===== src/rtl/vzbw_pkg.sv =====
// ----------------------------------------------------------------------------
// vzbw_pkg
// Shared types and codes for the varint / zig-zag byte writer.
// ----------------------------------------------------------------------------
package vzbw_pkg;

    localparam int unsigned CmdW   = 3;
    localparam int unsigned ValueW = 64;
    localparam int unsigned ByteW  = 8;
    localparam int unsigned PosW   = 16;
    localparam int unsigned GroupW = 7;

    localparam logic [CmdW-1:0] CMD_RAW      = 3'd0;
    localparam logic [CmdW-1:0] CMD_VARINT32 = 3'd1;
    localparam logic [CmdW-1:0] CMD_VARINT64 = 3'd2;
    localparam logic [CmdW-1:0] CMD_ZIGZAG32 = 3'd3;
    localparam logic [CmdW-1:0] CMD_ZIGZAG64 = 3'd4;
    localparam logic [CmdW-1:0] CMD_CLRPOS   = 3'd5;

    localparam logic [PosW-1:0] CAPACITY_RST = 16'hFFFF;

    localparam logic       STATUS_OK       = 1'b0;
    localparam logic       STATUS_OVERFLOW = 1'b1;

    typedef enum logic [1:0] {
        S_IDLE = 2'b01,
        S_EMIT = 2'b10
    } t_state;

    typedef struct packed {
        logic            load;
        logic            step;
        logic [CmdW-1:0] cmd;
    } t_shift_ctl;

    typedef struct packed {
        logic [ByteW-1:0] data_byte;
        logic             more;
    } t_shift_sts;

endpackage


===== src/rtl/vzbw_shift_unit.sv =====
// ----------------------------------------------------------------------------
// vzbw_shift_unit
// Holds the value being encoded and shifts out one 7-bit group per step (a raw byte is output whole).
// ----------------------------------------------------------------------------
module vzbw_shift_unit (
    input  logic                        i_clk,
    input  vzbw_pkg::t_shift_ctl        i_ctl,
    input  logic [vzbw_pkg::ValueW-1:0] i_value,
    output vzbw_pkg::t_shift_sts        o_sts
);
    import vzbw_pkg::*;

    logic [ValueW-1:0] r_val;
    logic [ValueW-1:0] n_val;
    logic              r_raw;
    logic              n_raw;
    logic [31:0]       lo;
    logic [31:0]       zz32;
    logic [ValueW-1:0] zz64;
    logic [ValueW-1:0] load_val;

    always_comb begin
        lo   = i_value[31:0];
        zz32 = {lo[30:0], 1'b0} ^ {32{lo[31]}};
        zz64 = {i_value[ValueW-2:0], 1'b0} ^ {ValueW{i_value[ValueW-1]}};
        case (i_ctl.cmd)
            CMD_RAW:      load_val = {{(ValueW-ByteW){1'b0}}, i_value[ByteW-1:0]};
            CMD_VARINT32: load_val = {32'd0, lo};
            CMD_VARINT64: load_val = i_value;
            CMD_ZIGZAG32: load_val = {32'd0, zz32};
            CMD_ZIGZAG64: load_val = zz64;
            default:      load_val = '0;
        endcase
    end

    always_comb begin
        n_val = r_val;
        n_raw = r_raw;
        if (i_ctl.load) begin
            n_val = load_val;
            n_raw = (i_ctl.cmd == CMD_RAW);
        end else if (i_ctl.step) begin
            n_val = {{GroupW{1'b0}}, r_val[ValueW-1:GroupW]};
        end
    end

    always_ff @(posedge i_clk) begin
        r_val <= n_val;
        r_raw <= n_raw;
    end

    always_comb begin
        if (r_raw) begin
            o_sts.more      = 1'b0;
            o_sts.data_byte = r_val[ByteW-1:0];
        end else begin
            o_sts.more      = (r_val[ValueW-1:GroupW] != '0);
            o_sts.data_byte = {o_sts.more, r_val[GroupW-1:0]};
        end
    end

endmodule


===== src/rtl/vzbw_seq.sv =====
// ----------------------------------------------------------------------------
// vzbw_seq
// Sequencer: command decode, write position, capacity check, result register.
// ----------------------------------------------------------------------------
module vzbw_seq (
    input  logic                        i_clk,
    input  logic                        i_rst_n,
    input  logic                        i_in_valid,
    output logic                        o_in_ready,
    input  logic [vzbw_pkg::CmdW-1:0]   i_cmd,
    input  logic                        i_cfg_we,
    input  logic [vzbw_pkg::PosW-1:0]   i_cfg_data,
    output vzbw_pkg::t_shift_ctl        o_ctl,
    input  vzbw_pkg::t_shift_sts        i_sts,
    output logic                        o_out_valid,
    input  logic                        i_out_ready,
    output logic [vzbw_pkg::ByteW-1:0]  o_data_byte,
    output logic                        o_byte_valid,
    output logic [vzbw_pkg::PosW-1:0]   o_position,
    output logic                        o_last,
    output logic                        o_status
);
    import vzbw_pkg::*;

    t_state           r_state, n_state;
    logic [PosW-1:0]  r_count, n_count;
    logic [PosW-1:0]  r_cap, n_cap;
    logic             r_ovalid, n_ovalid;
    logic [ByteW-1:0] r_byte, n_byte;
    logic             r_bvalid, n_bvalid;
    logic [PosW-1:0]  r_pos, n_pos;
    logic             r_last, n_last;
    logic             r_stat, n_stat;
    logic             accept;
    logic             slot;

    assign o_in_ready = (r_state == S_IDLE);
    assign accept     = i_in_valid && o_in_ready;
    assign slot       = !r_ovalid || i_out_ready;

    always_comb begin
        n_state  = r_state;
        n_count  = r_count;
        n_cap    = i_cfg_we ? i_cfg_data : r_cap;
        n_ovalid = r_ovalid && !i_out_ready;
        n_byte   = r_byte;
        n_bvalid = r_bvalid;
        n_pos    = r_pos;
        n_last   = r_last;
        n_stat   = r_stat;
        o_ctl.load = 1'b0;
        o_ctl.step = 1'b0;
        o_ctl.cmd  = i_cmd;
        case (r_state)
            S_IDLE: begin
                if (accept) begin
                    if (i_cmd == CMD_CLRPOS) begin
                        n_count = '0;
                    end else if (i_cmd <= CMD_ZIGZAG64) begin
                        o_ctl.load = 1'b1;
                        n_state    = S_EMIT;
                    end
                end
            end
            S_EMIT: begin
                if (slot) begin
                    n_ovalid = 1'b1;
                    n_pos    = r_count;
                    if (r_count >= r_cap) begin
                        n_byte   = '0;
                        n_bvalid = 1'b0;
                        n_last   = 1'b1;
                        n_stat   = STATUS_OVERFLOW;
                        n_state  = S_IDLE;
                    end else begin
                        n_byte     = i_sts.data_byte;
                        n_bvalid   = 1'b1;
                        n_last     = !i_sts.more;
                        n_stat     = STATUS_OK;
                        n_count    = r_count + 1'b1;
                        o_ctl.step = 1'b1;
                        if (!i_sts.more) begin
                            n_state = S_IDLE;
                        end
                    end
                end
            end
            default: begin
                n_state = S_IDLE;
            end
        endcase
    end

    always_ff @(posedge i_clk) begin
        if (!i_rst_n) begin
            r_state  <= S_IDLE;
            r_count  <= '0;
            r_cap    <= CAPACITY_RST;
            r_ovalid <= 1'b0;
        end else begin
            r_state  <= n_state;
            r_count  <= n_count;
            r_cap    <= n_cap;
            r_ovalid <= n_ovalid;
        end
    end

    always_ff @(posedge i_clk) begin
        r_byte   <= n_byte;
        r_bvalid <= n_bvalid;
        r_pos    <= n_pos;
        r_last   <= n_last;
        r_stat   <= n_stat;
    end

    assign o_out_valid  = r_ovalid;
    assign o_data_byte  = r_byte;
    assign o_byte_valid = r_bvalid;
    assign o_position   = r_pos;
    assign o_last       = r_last;
    assign o_status     = r_stat;

endmodule


===== src/rtl/varint_zigzag_byte_writer_unit.sv =====
// ----------------------------------------------------------------------------
// varint_zigzag_byte_writer_unit
// Writes raw bytes, unsigned varints and zig-zag varints with a bounded
// write position.
// ----------------------------------------------------------------------------
// The input beat loads the shift unit; the first result beat is registered from it once the output register is free.
// Throughput: one result beat per cycle from the shared 7-bit shift unit while
//   the output is not stalled; an encoding command holds the input until its last beat is registered.
// Position clear and unused commands give no beat.
// Reset (synchronous, active low): position 0, capacity 65535, output empty.
// ----------------------------------------------------------------------------
module varint_zigzag_byte_writer_unit (
    input  logic                        i_clk,
    input  logic                        i_rst_n,
    input  logic                        i_in_valid,
    output logic                        o_in_ready,
    input  logic [vzbw_pkg::CmdW-1:0]   i_cmd,
    input  logic [vzbw_pkg::ValueW-1:0] i_value,
    input  logic                        i_cfg_we,
    input  logic [vzbw_pkg::PosW-1:0]   i_cfg_data,
    output logic                        o_out_valid,
    input  logic                        i_out_ready,
    output logic [vzbw_pkg::ByteW-1:0]  o_data_byte,
    output logic                        o_byte_valid,
    output logic [vzbw_pkg::PosW-1:0]   o_position,
    output logic                        o_last,
    output logic                        o_status
);
    import vzbw_pkg::*;

    t_shift_ctl ctl;
    t_shift_sts sts;

    vzbw_shift_unit u_shift (
        .i_clk   (i_clk),
        .i_ctl   (ctl),
        .i_value (i_value),
        .o_sts   (sts)
    );

    vzbw_seq u_seq (
        .i_clk        (i_clk),
        .i_rst_n      (i_rst_n),
        .i_in_valid   (i_in_valid),
        .o_in_ready   (o_in_ready),
        .i_cmd        (i_cmd),
        .i_cfg_we     (i_cfg_we),
        .i_cfg_data   (i_cfg_data),
        .o_ctl        (ctl),
        .i_sts        (sts),
        .o_out_valid  (o_out_valid),
        .i_out_ready  (i_out_ready),
        .o_data_byte  (o_data_byte),
        .o_byte_valid (o_byte_valid),
        .o_position   (o_position),
        .o_last       (o_last),
        .o_status     (o_status)
    );

endmodule


===== config.mk =====
export PLATFORM = sky130hd
export DESIGN_NAME = varint_zigzag_byte_writer_unit
export DESIGN_NICKNAME = d
export VERILOG_FILES = /design/src/rtl/vzbw_pkg.sv /design/src/rtl/vzbw_shift_unit.sv /design/src/rtl/vzbw_seq.sv /design/src/rtl/varint_zigzag_byte_writer_unit.sv
export SDC_FILE = /design/constraint.sdc
export NUM_CORES = 1
export LEC_CHECK = 0
export ABC_AREA = 1
export BUFFER_PORTS_ARGS = -buffer_cell sky130_fd_sc_hd__buf_2
export CORE_ASPECT_RATIO = 1.4
export CORE_MARGIN = 5
export CORE_UTILIZATION = 40
export DETAILED_ROUTE_END_ITERATION = 6
export SLEW_MARGIN = 0
export SYNTH_ARGS = -nofsm -noshare
export SYNTH_HDL_FRONTEND = slang
export SYNTH_SLANG_ARGS = --single-unit

===== constraint.sdc =====
create_clock -name i_clk -period 7.9 [get_ports i_clk]
set_input_delay 1.58 -clock i_clk [delete_from_list [all_inputs] [get_ports i_clk]]
set_output_delay 1.58 -clock i_clk [all_outputs]
set_load 0.03 [all_outputs]

==> run_results.csv, run 1 <==
group,metric,value,unit
critical_path,critPathMaxFanout,68,
critical_path,slowest_delay,840,ps
synthesis,ys.flop_type,"edfxtp_1",
synthesis,yosys_register_bits,127,
finish,regArea,3460,um^2
clock_network,clockBufferDepth,2,
grt,grtUsageTotal,0.182,
finish,drive_gt1_frac,0.216,
run,cap_violations,0,
sta,tns,0,ps
placed_design,io_buffer_count,116,
finish,nNetsFinal,1062,
power_and_ir_drop,swShare,0.332,
sta,slew_viol_final,0,
synthesis,seq_area_frac_synth,0.468,
grt,grt_pass1_wl,31200,um
routing,drc,0,
placed_design,gp_congestion,0.842,
power_and_ir_drop,p_switching,0.781,mW
placed_design,hpwl,13500,um
sta,final_hold_viol_count,0,
critical_path,worst_ep_required_time,8050,ps
synthesis,synth-edff-count,92,
grt,grt-ovfl-total,0,
floorplanning,io_pins,117,
routing,vias,6402,
sta,worstMarginPinSlew,1200,ps
hold_path,hold_path_class,"reg2reg",
power_and_ir_drop,p_clk_frac,0.314,
synthesis,syn_nets,969,
sta,whs,473,ps
clock_network,cts.reportedPaths.clkPinSlew,60,ps
critical_path,path_common_cell,"a21oi_1",
routing,firstDrtPassIters,6,
power_and_ir_drop,p_int,1.57,mW
clock_network,cts_tree,"built",
floorplanning,rows,58,
clock_network,post_cts_resized,0,
critical_path,critical_path.top_delay_family,"buffers and inverters",
floorplanning,start_util,0.409,
run_status,status,"completed",
finish,nFillCells,1814,
routing,antenna_left,0,
sta,fmax,0.288,GHz
clock_network,htreeDepth,4,
critical_path,critPathSlowestCell,"inv_2",
power_and_ir_drop,power_frac_seq,0.419,
grt,antenna_found_initial,1,
synthesis,synthCells,862,
synthesis,synth.avg_cell_area,8.58,um^2
clock_network,cts_buffers,17,
clock_network,post_cts.repair.setup_buffers,0,
critical_path,cp-end-kind,"flop",
clock_network,insertion_delay,420,ps
floorplanning,die_h,171,um
sta,setup_viol,0,
grt,grt_start_max_net_pins,69,
synthesis,synth_cell_types,37,
sta,slew_headroom,0.200,
clock_network,cts_root_buf,"clkbuf_16",
critical_path,worstPathCellList,"buf_2 -> inv_1 -> a21oi_1 -> inv_1 -> nand3_2 -> buf_4 -> inv_2 -> nand3_1 -> a21oi_1 -> a21oi_1",
placed_design,postPlaceCellArea,8100,um^2
finish,layout_commonest_cell,"nand2_1",
floorplanning,dieWidth,125,um
sta,layout_min_cycle_time,3470,ps
power_and_ir_drop,power_density,272,nW/um^2
critical_path,cp_data_arrival_time,3620,ps
sta,rsz0062_at_grt,"no",
routing,drt_iter0_drc,539,
grt,grt_pass1_vias,6201,
power_and_ir_drop,p_comb_frac,0.267,
finish,multi_input_area,3430,um^2
sta,fin_crit_sh,0.439,
routing,post_drt_wl_per_cell,16.1,um
routing,viasPerCell,5.30,
sta,skew,11.8,ps
clock_network,clkSinkCount,127,
power_and_ir_drop,ir_worst_vdd,133,uV
synthesis,ys_warn_count,0,
routing,routed_wl,19500,um
critical_path,startpoint_type,"primary input",
synthesis,async_reset_ff_frac,0,
finish,final_area,8660,um^2
power_and_ir_drop,p_leak,3.40,nW
finish,layout_common_cells,"137 x nand2_1, 125 x nor2_1, 116 x buf_2",
finish,area_growth,17.1,%
floorplanning,dieArea,21300,um^2
floorplanning,core_area,18100,um^2
clock_network,cts_hold_buf,0,
finish,utilization,0.479,
critical_path,cp.buffers_inverters,5,
synthesis,netlist_area,7390,um^2
critical_path,path_class,"in2reg",
[routing by layer]
metal	track usage	vias up	wire length, um
met1	0.206	2964	7640
met3	0.0456	34	1150
met5	0	-	0
li1	-	3207	-
met4	0.0693	0	410
met2	0.333	197	10300
[state kept, by name (all words and copies together), names as in the netlist]
register and flops:
u_seq.o_data_byte 8, u_seq.o_byte_valid 1, u_seq.o_out_valid 1, u_seq.r_count 16, u_seq.r_cap 16, u_seq.o_last 1
u_seq.o_status 1, u_shift.r_val 64, u_seq.o_position 16, u_shift.r_raw 1, u_seq.r_state 2
[per-stage QoR]
stage / total power [mW] / std cells / worst slack [ps]
finish: 2.35 / 1209 / 4430
global route: 2.49 / 1209 / 4220
CTS: 2.38 / 1208 / 4470
detailed placement: 1.63 / 1176 / 4030
global placement: 1.62 / 1176 / 4100
floorplan: 1.47 / 862 / 3010
[kinds of logic (layout without fill, tap and decap cells)]
family,count (synthesis),after routing,synth area share
and+or+nand+nor,364,364,0.216
AOI/OAI and AO/OA,194,194,0.174
DFF,127,127,0.468
buffers and inverters,124,230,0.0689
xor gates and xnor gates,34,34,0.0403
adders and majority gates,19,19,0.0321
other,0,1,0
[final cells by class]
type                            count  share of cell area
Antenna cell                        1            0.000289
Clock buffer                       18              0.0496
Clock inverter                     14              0.0145
Inverter                           78              0.0338
Multi-Input combinational cell    611               0.397
Sequential cell                   127               0.400
Tap cell                          240              0.0347
Timing Repair Buffer              120              0.0705
[worst register-to-register path: cells and delay by family (launching register included)]
kind / cells / cell delay [ps]
and+or+nand+nor: 9 / 710
DFF: 1 / 540
buffers and inverters: 3 / 900
adders and majority gates: 1 / 320
[cells in the mapped netlist (9+ instances only)]
| library cell | number | area share |
|---|---|---|
| a21oi_1 | 81 | 0.055 |
| a21oi_2 | 9 | 0.011 |
| a221oi_1 | 21 | 0.025 |
| a22oi_1 | 19 | 0.019 |
| a41oi_1 | 30 | 0.036 |
| buf_2 | 16 | 0.011 |
| clkbuf_1 | 26 | 0.013 |
| dfxtp_1 | 35 | 0.095 |
| edfxtp_1 | 92 | 0.37 |
| ha_1 | 19 | 0.032 |
| inv_1 | 70 | 0.036 |
| nand2_1 | 138 | 0.070 |
| nand2_2 | 9 | 0.0076 |
| nand3_1 | 38 | 0.026 |
| nand4_1 | 11 | 0.0093 |
| nor2_1 | 126 | 0.064 |
| o21ai_0 | 19 | 0.013 |
| or2_2 | 25 | 0.021 |
| xor2_1 | 31 | 0.037 |
[power by group through the flow]
stage / Clock (mW) / Sequential [mW] / Combinational, mW
6_report: 0.739 / 0.986 / 0.629
5_1_grt: 0.787 / 0.998 / 0.705
3_3_place_gp: 0 / 1.00 / 0.623
3_5_place_dp: 0 / 0.999 / 0.632
4_1_cts: 0.755 / 0.987 / 0.635
2_1_floorplan: 0 / 1.01 / 0.457
[worst paths after layout]
kind / slack, ps / startpoint / endpoint / depth (start not counted)
setup / recovery: 4430 / i_cmd[0] / u_shift.r_val[0] / 10
hold / removal: 470 / u_seq.r_cap[4] / u_seq.r_cap[4] / 2
setup reg to reg: 5050 / u_seq.r_count[7] / u_shift.r_val[4] / 13
hold reg to reg: 470 / u_seq.r_cap[4] / u_seq.r_cap[4] / 2
Note: power is estimated with default switching activity, not from simulation.
==> inputs of run 2 (changes only) <==
- clock period: 7.9 -> 3.05 ns (I/O delays scaled with it)
==> run 2 against run 1 <==
Compared with the run above:
- clock skew fell by 3.0 ps
- final cell count rose by 1.5%
- sequential share of layout area fell by 1.1 points
- power rose to 2.7 times the previous value
- clock-buffer cell count fell by 1
- hold slack got worse by 63 ps
- setup slack got worse by 3800 ps
- global-route usage rose by 0.36 points
- final area rose by 2.7%
- clock power rose to 3.0 times the previous value
- non-clock buffer count rose by 18
- die area did not move
- largest cell class unchanged
==> run_results.csv, run 2 (synthesized netlist as in run 1, its figures left out) <==
group,metric,value,unit
run_status,status,"completed",
placed_design,io_buffer_count,116,
clock_network,cts.reportedPaths.clkPinSlew,60,ps
clock_network,clkSinkCount,127,
placed_design,hpwl,14400,um
finish,regMostFlops,"u_shift.r_val",
clock_network,htreeDepth,4,
routing,drt_iter0_drc,576,
floorplanning,rows,58,
critical_path,startpoint,"u_seq.r_count[5]",
grt,grt_pass1_wl,31800,um
floorplanning,dieArea,21300,um^2
critical_path,r2r_end,"u_shift.r_val[10]",
clock_network,cts_root_buf,"clkbuf_16",
floorplanning,start_util,0.409,
critical_path,startpoint_type,"flop",
finish,area_growth,20.3,%
hold_path,hold_path_class,"in2reg",
critical_path,cp-end-kind,"flop",
routing,vias,6483,
sta,rsz0062_at_grt,"no",
grt,grtUsageTotal,0.186,
grt,grt-ovfl-total,0,
finish,layout_commonest_cell,"nand2_1",
clock_network,cts_buffers,17,
routing,antenna_left,0,
finish,regArea,3460,um^2
placed_design,gp_congestion,0.881,
grt,grt_pass1_vias,6307,
sta,fmax,0.414,GHz
critical_path,ff2ff_setup_slack,630,ps
routing,drc,0,
critical_path,worstRegToRegCells,13,
routing,post_drt_wl_per_cell,15.9,um
run,cap_violations,0,
critical_path,worst_ep_required_time,3120,ps
critical_path,r2r_start,"u_seq.r_count[5]",
critical_path,path_common_cell,"nand2_1",
finish,largest_reg_flops,64,
critical_path,path_class,"reg2reg",
critical_path,worstPathCellList,"ha_1 -> nand2_1 -> inv_1 -> nand2_1 -> nor2_1 -> nor2_1 -> nand2_1 -> nand2_1 -> nand2_4 -> inv_2 -> nand2_1 -> nand2_2 -> buf_4",
finish,layout_common_cells,"137 x nand2_1, 125 x nor2_1, 116 x buf_2",
clock_network,insertion_delay,420,ps
floorplanning,io_pins,117,
critical_path,crit_path_end,"u_shift.r_val[10]",
routing,firstDrtPassIters,6,
finish,drive_gt1_frac,0.233,
sta,slew_headroom,0.605,
placed_design,post-place-ws,645,ps
floorplanning,core_area,18100,um^2
sta,slew_viol_final,0,
grt,antenna_found_initial,1,
sta,layout_min_cycle_time,2420,ps
power_and_ir_drop,p_leak,3.54,nW
routing,viasPerCell,5.28,
floorplanning,dieWidth,125,um
sta,worstMarginPinSlew,592,ps
sta,skew,8.80,ps
placed_design,postPlaceCellArea,8250,um^2
clock_network,post_cts_resized,0,
finish,nFillCells,1789,
sta,final_hold_viol_count,0,
finish,nNetsFinal,1080,
power_and_ir_drop,power_density,722,nW/um^2
critical_path,slowest_delay,470,ps
critical_path,critPathSlowestCell,"dfxtp_1",
sta,fin_ws,633,ps
clock_network,cts_tree,"built",
sta,setup_viol,0,
sta,tns,0,ps
clock_network,clockBufferDepth,2,
grt,grt_start_max_net_pins,34,
clock_network,cts_hold_buf,0,
finish,final_area,8890,um^2
routing,routed_wl,19600,um
power_and_ir_drop,ir_worst_vdd,418,uV
critical_path,cp_data_arrival_time,2490,ps
clock_network,post_cts.repair.setup_buffers,0,
sta,fin_crit_sh,0.792,
floorplanning,die_h,171,um
critical_path,critPathMaxFanout,32,
finish,multi_input_area,3430,um^2
-- run 2: cell types whose count changed in the layout (fill, tap and decap cells not counted) --
cell	delta
buf_4	+17
bufinv_16	+3
clkinv_2	-3
clkinv_4	+3
clkinv_1	-2
buf_12	+1
clkbuf_1	-1
-- run 2: worst max-delay path: cells and delay by family (launching register included) --
family / cells / cell delay (ps)
and+or+nand+nor: 9 / 740
adders and majority gates: 1 / 300
buffers and inverters: 3 / 550
DFF: 1 / 470
-- run 2: worst min path at each step --
stage               startpoint               to  slack, ps  cells after the start
6_report         i_cfg_data[9]   u_seq.r_cap[9]        410                      3
5_1_grt         i_cfg_data[14]  u_seq.r_cap[14]        410                      3
4_1_cts          i_cfg_data[9]   u_seq.r_cap[9]        390                      3
3_5_place_dp   u_seq.r_cap[12]  u_seq.r_cap[12]        470                      2
3_3_place_gp   u_seq.r_cap[12]  u_seq.r_cap[12]        460                      2
2_1_floorplan  u_seq.r_cap[10]  u_seq.r_cap[10]        440                      2
-- run 2: final cells by class --
type	instances	share of cell area
clock buffer	17	0.0478
timing repair buffer	138	0.0853
inverter	78	0.0329
antenna	1	0.000281
clock inverter	15	0.0246
multi-input combinational	611	0.386
sequential	127	0.389
tap	240	0.0338
-- run 2: where the power goes --
| group | internal, mW | switching, mW |
|---|---|---|
| Combinational | 0.533 | 1.15 |
| Clock | 1.44 | 0.750 |
| Sequential | 2.38 | 0.157 |
| Total | 4.36 | 2.06 |
-- run 2: stage by stage --
| step | util | instances | hold slack [ps] | total power, mW |
|---|---|---|---|---|
| floorplan | - | 862 | 442 | 3.80 |
| CTS | 0.492 | 1226 | 393 | 6.48 |
| global placement | 0.456 | 1194 | 461 | 4.26 |
| global route | 0.492 | 1227 | 408 | 6.77 |
| finish | 0.492 | 1227 | 410 | 6.42 |
| detailed placement | 0.456 | 1194 | 469 | 4.27 |
-- run 2: layer usage --
metal  vias up  global-route usage  share of wire
met1      3042               0.218           0.40
met3        37              0.0362          0.045
met4         0              0.0816          0.026
met2       175               0.333           0.53
met5         -                   0              0
li1       3229                   -              -
==> inputs of run 3 (changes only) <==
- clock period: 3.05 -> 2.4 ns (I/O delays scaled with it)
==> run 3 against run 2 <==
Compared with the run above:
- wire length grew 2.3%
- clock-buffer cell count grew 5
- sequential power grew 27%
- critical endpoint is now u_seq.r_count[2]
==> run_results.csv, run 3 (synthesized netlist as in run 1, its figures left out) <==
group,metric,value,unit
finish,final_area,9020,um^2
sta,whs,285,ps
clock_network,cts.reportedPaths.clkPinSlew,60,ps
clock_network,clockBufferDepth,2,
routing,vias,6555,
critical_path,worstPathCellList,"ha_1 -> a21oi_1 -> o21ai_1 -> a21oi_2 -> nand2_4 -> inv_2 -> buf_4 -> nand2_4 -> nand2_4 -> nand2_1 -> a21oi_1",
placed_design,io_buffer_count,116,
clock_network,cts_hold_buf,0,
routing,drc,0,
critical_path,critPathSlowestCell,"dfxtp_1",
run_status,status,"completed",
finish,layout_common_cells,"137 x nand2_1, 125 x nor2_1, 116 x buf_2",
sta,slew_viol_final,0,
clock_network,cts_tree,"built",
routing,routed-wl-met3,1050,um
finish,layout_commonest_cell,"nand2_1",
power_and_ir_drop,p_leak,3.62,nW
routing,viasPerCell,5.29,
finish,regMostFlops,"u_shift.r_val",
routing,dr.max_layer_used,"met4",
placed_design,gp_congestion,0.923,
grt,grt_pass1_wl,32200,um
finish,antennaDiodeCount,0,
grt,grt_pass1_vias,6355,
finish,drive_gt1_frac,0.246,
critical_path,slowest_delay,470,ps
sta,fin_crit_sh,0.913,
finish,area_growth,22.0,%
routing,drt_iter0_drc,484,
sta,tns,0,ps
clock_network,post_cts.repair.setup_buffers,0,
routing,firstDrtPassIters,5,
grt,grt-ovfl-total,0,
clock_network,cts_buffers,17,
floorplanning,io_pins,117,
finish,largest_reg_flops,64,
critical_path,worst_ep_required_time,2740,ps
sta,fin_ws,208,ps
power_and_ir_drop,ir_worst_vdd,536,uV
critical_path,cp-end-kind,"flop",
placed_design,post-place-ws,166,ps
floorplanning,die_h,171,um
routing,met1Wirelength,7680,um
routing,antenna_left,0,
sta,worstMarginPinSlew,467,ps
power_and_ir_drop,power_density,885,nW/um^2
clock_network,insertion_delay,420,ps
hold_path,hold_path_class,"in2reg",
finish,nNetsFinal,1093,
critical_path,cp_data_arrival_time,2530,ps
routing,met2WireLength,10600,um
critical_path,path_common_cell,"nand2_4",
clock_network,clkSinkCount,127,
floorplanning,start_util,0.409,
placed_design,postPlaceCellArea,8440,um^2
grt,grtUsageTotal,0.189,
sta,fmax,0.456,GHz
routing,post_drt_wl_per_cell,16.2,um
sta,skew,12.5,ps
placed_design,dp_cells,1207,
routing,routed_wl,20000,um
floorplanning,core_area,18100,um^2
sta,slew_headroom,0.689,
clock_network,htreeDepth,4,
critical_path,critPathMaxFanout,17,
clock_network,post_cts_resized,0,
clock_network,cts_root_buf,"clkbuf_16",
critical_path,path_class,"reg2reg",
grt,grt_start_max_net_pins,33,
sta,final_hold_viol_count,0,
placed_design,hpwl,14900,um
grt,antenna_found_initial,0,
run,cap_violations,0,
sta,rsz0062_at_grt,"no",
critical_path,startpoint_type,"flop",
floorplanning,dieArea,21300,um^2
sta,setup_viol,0,
floorplanning,rows,58,
sta,layout_min_cycle_time,2190,ps
finish,final_cell_count_no_fill,1239,
floorplanning,dieWidth,125,um
run 3: cell count changes in the layout (fill, tap and decap cells not counted), moves of 4 or more:
cell | previous run | this run
buf_4 | 21 | 28
inv_4 | 0 | 5
bufinv_16 | 5 | 0
buf_12 | 1 | 7
clkinvlp_4 | 4 | 0
run 3: cell type report:
class                   instances  area [um^2]
multi-input cells             611         3450
flip-flops and latches        127         3470
repair buffers                151          931
clock buffers                  22          507
clock inverters                10         71.3
well taps                     240          300
inverters                      78          293
fillers                      1752         9050
run 3: worst max-delay path: cells and delay by family (launching register included):
family / cells / cell delay, ps
compound gates: 4 / 550
flops: 1 / 470
fa+ha+maj: 1 / 300
simple gates: 4 / 580
buf+inv: 2 / 210
run 3: per-layer routing:
metal / GRT usage / vias to the layer above
li1: - / 3257
met1: 0.210 / 3052
met2: 0.349 / 209
met3: 0.0409 / 37
met4: 0.0802 / 0
met5: 0 / -
run 3: path summary, 6_finish.rpt:
path / from / to / slack, ps / depth (start not counted)
setup / recovery: u_seq.r_count[9] / u_seq.r_count[2] / 210 / 11
hold / removal: i_cfg_data[3] / u_seq.r_cap[3] / 280 / 3
setup reg to reg: u_seq.r_count[9] / u_seq.r_count[2] / 210 / 11
hold reg to reg: u_seq.r_cap[6] / u_seq.r_cap[6] / 470 / 2
run 3: power breakdown:
group | internal (mW) | total [mW] | switching, mW
clock | 1.51 | 2.47 | 0.962
combinational | 0.773 | 2.29 | 1.51
sequential | 3.03 | 3.22 | 0.199
total | 5.31 | 7.98 | 2.67
run 3: through the flow:
stage               total power, mW  utilization
floorplan                      4.84            -
CTS                            8.04        0.499
detailed placement             5.56        0.467
global placement               5.54        0.467
global route                   8.41        0.499
finish                         7.98        0.499
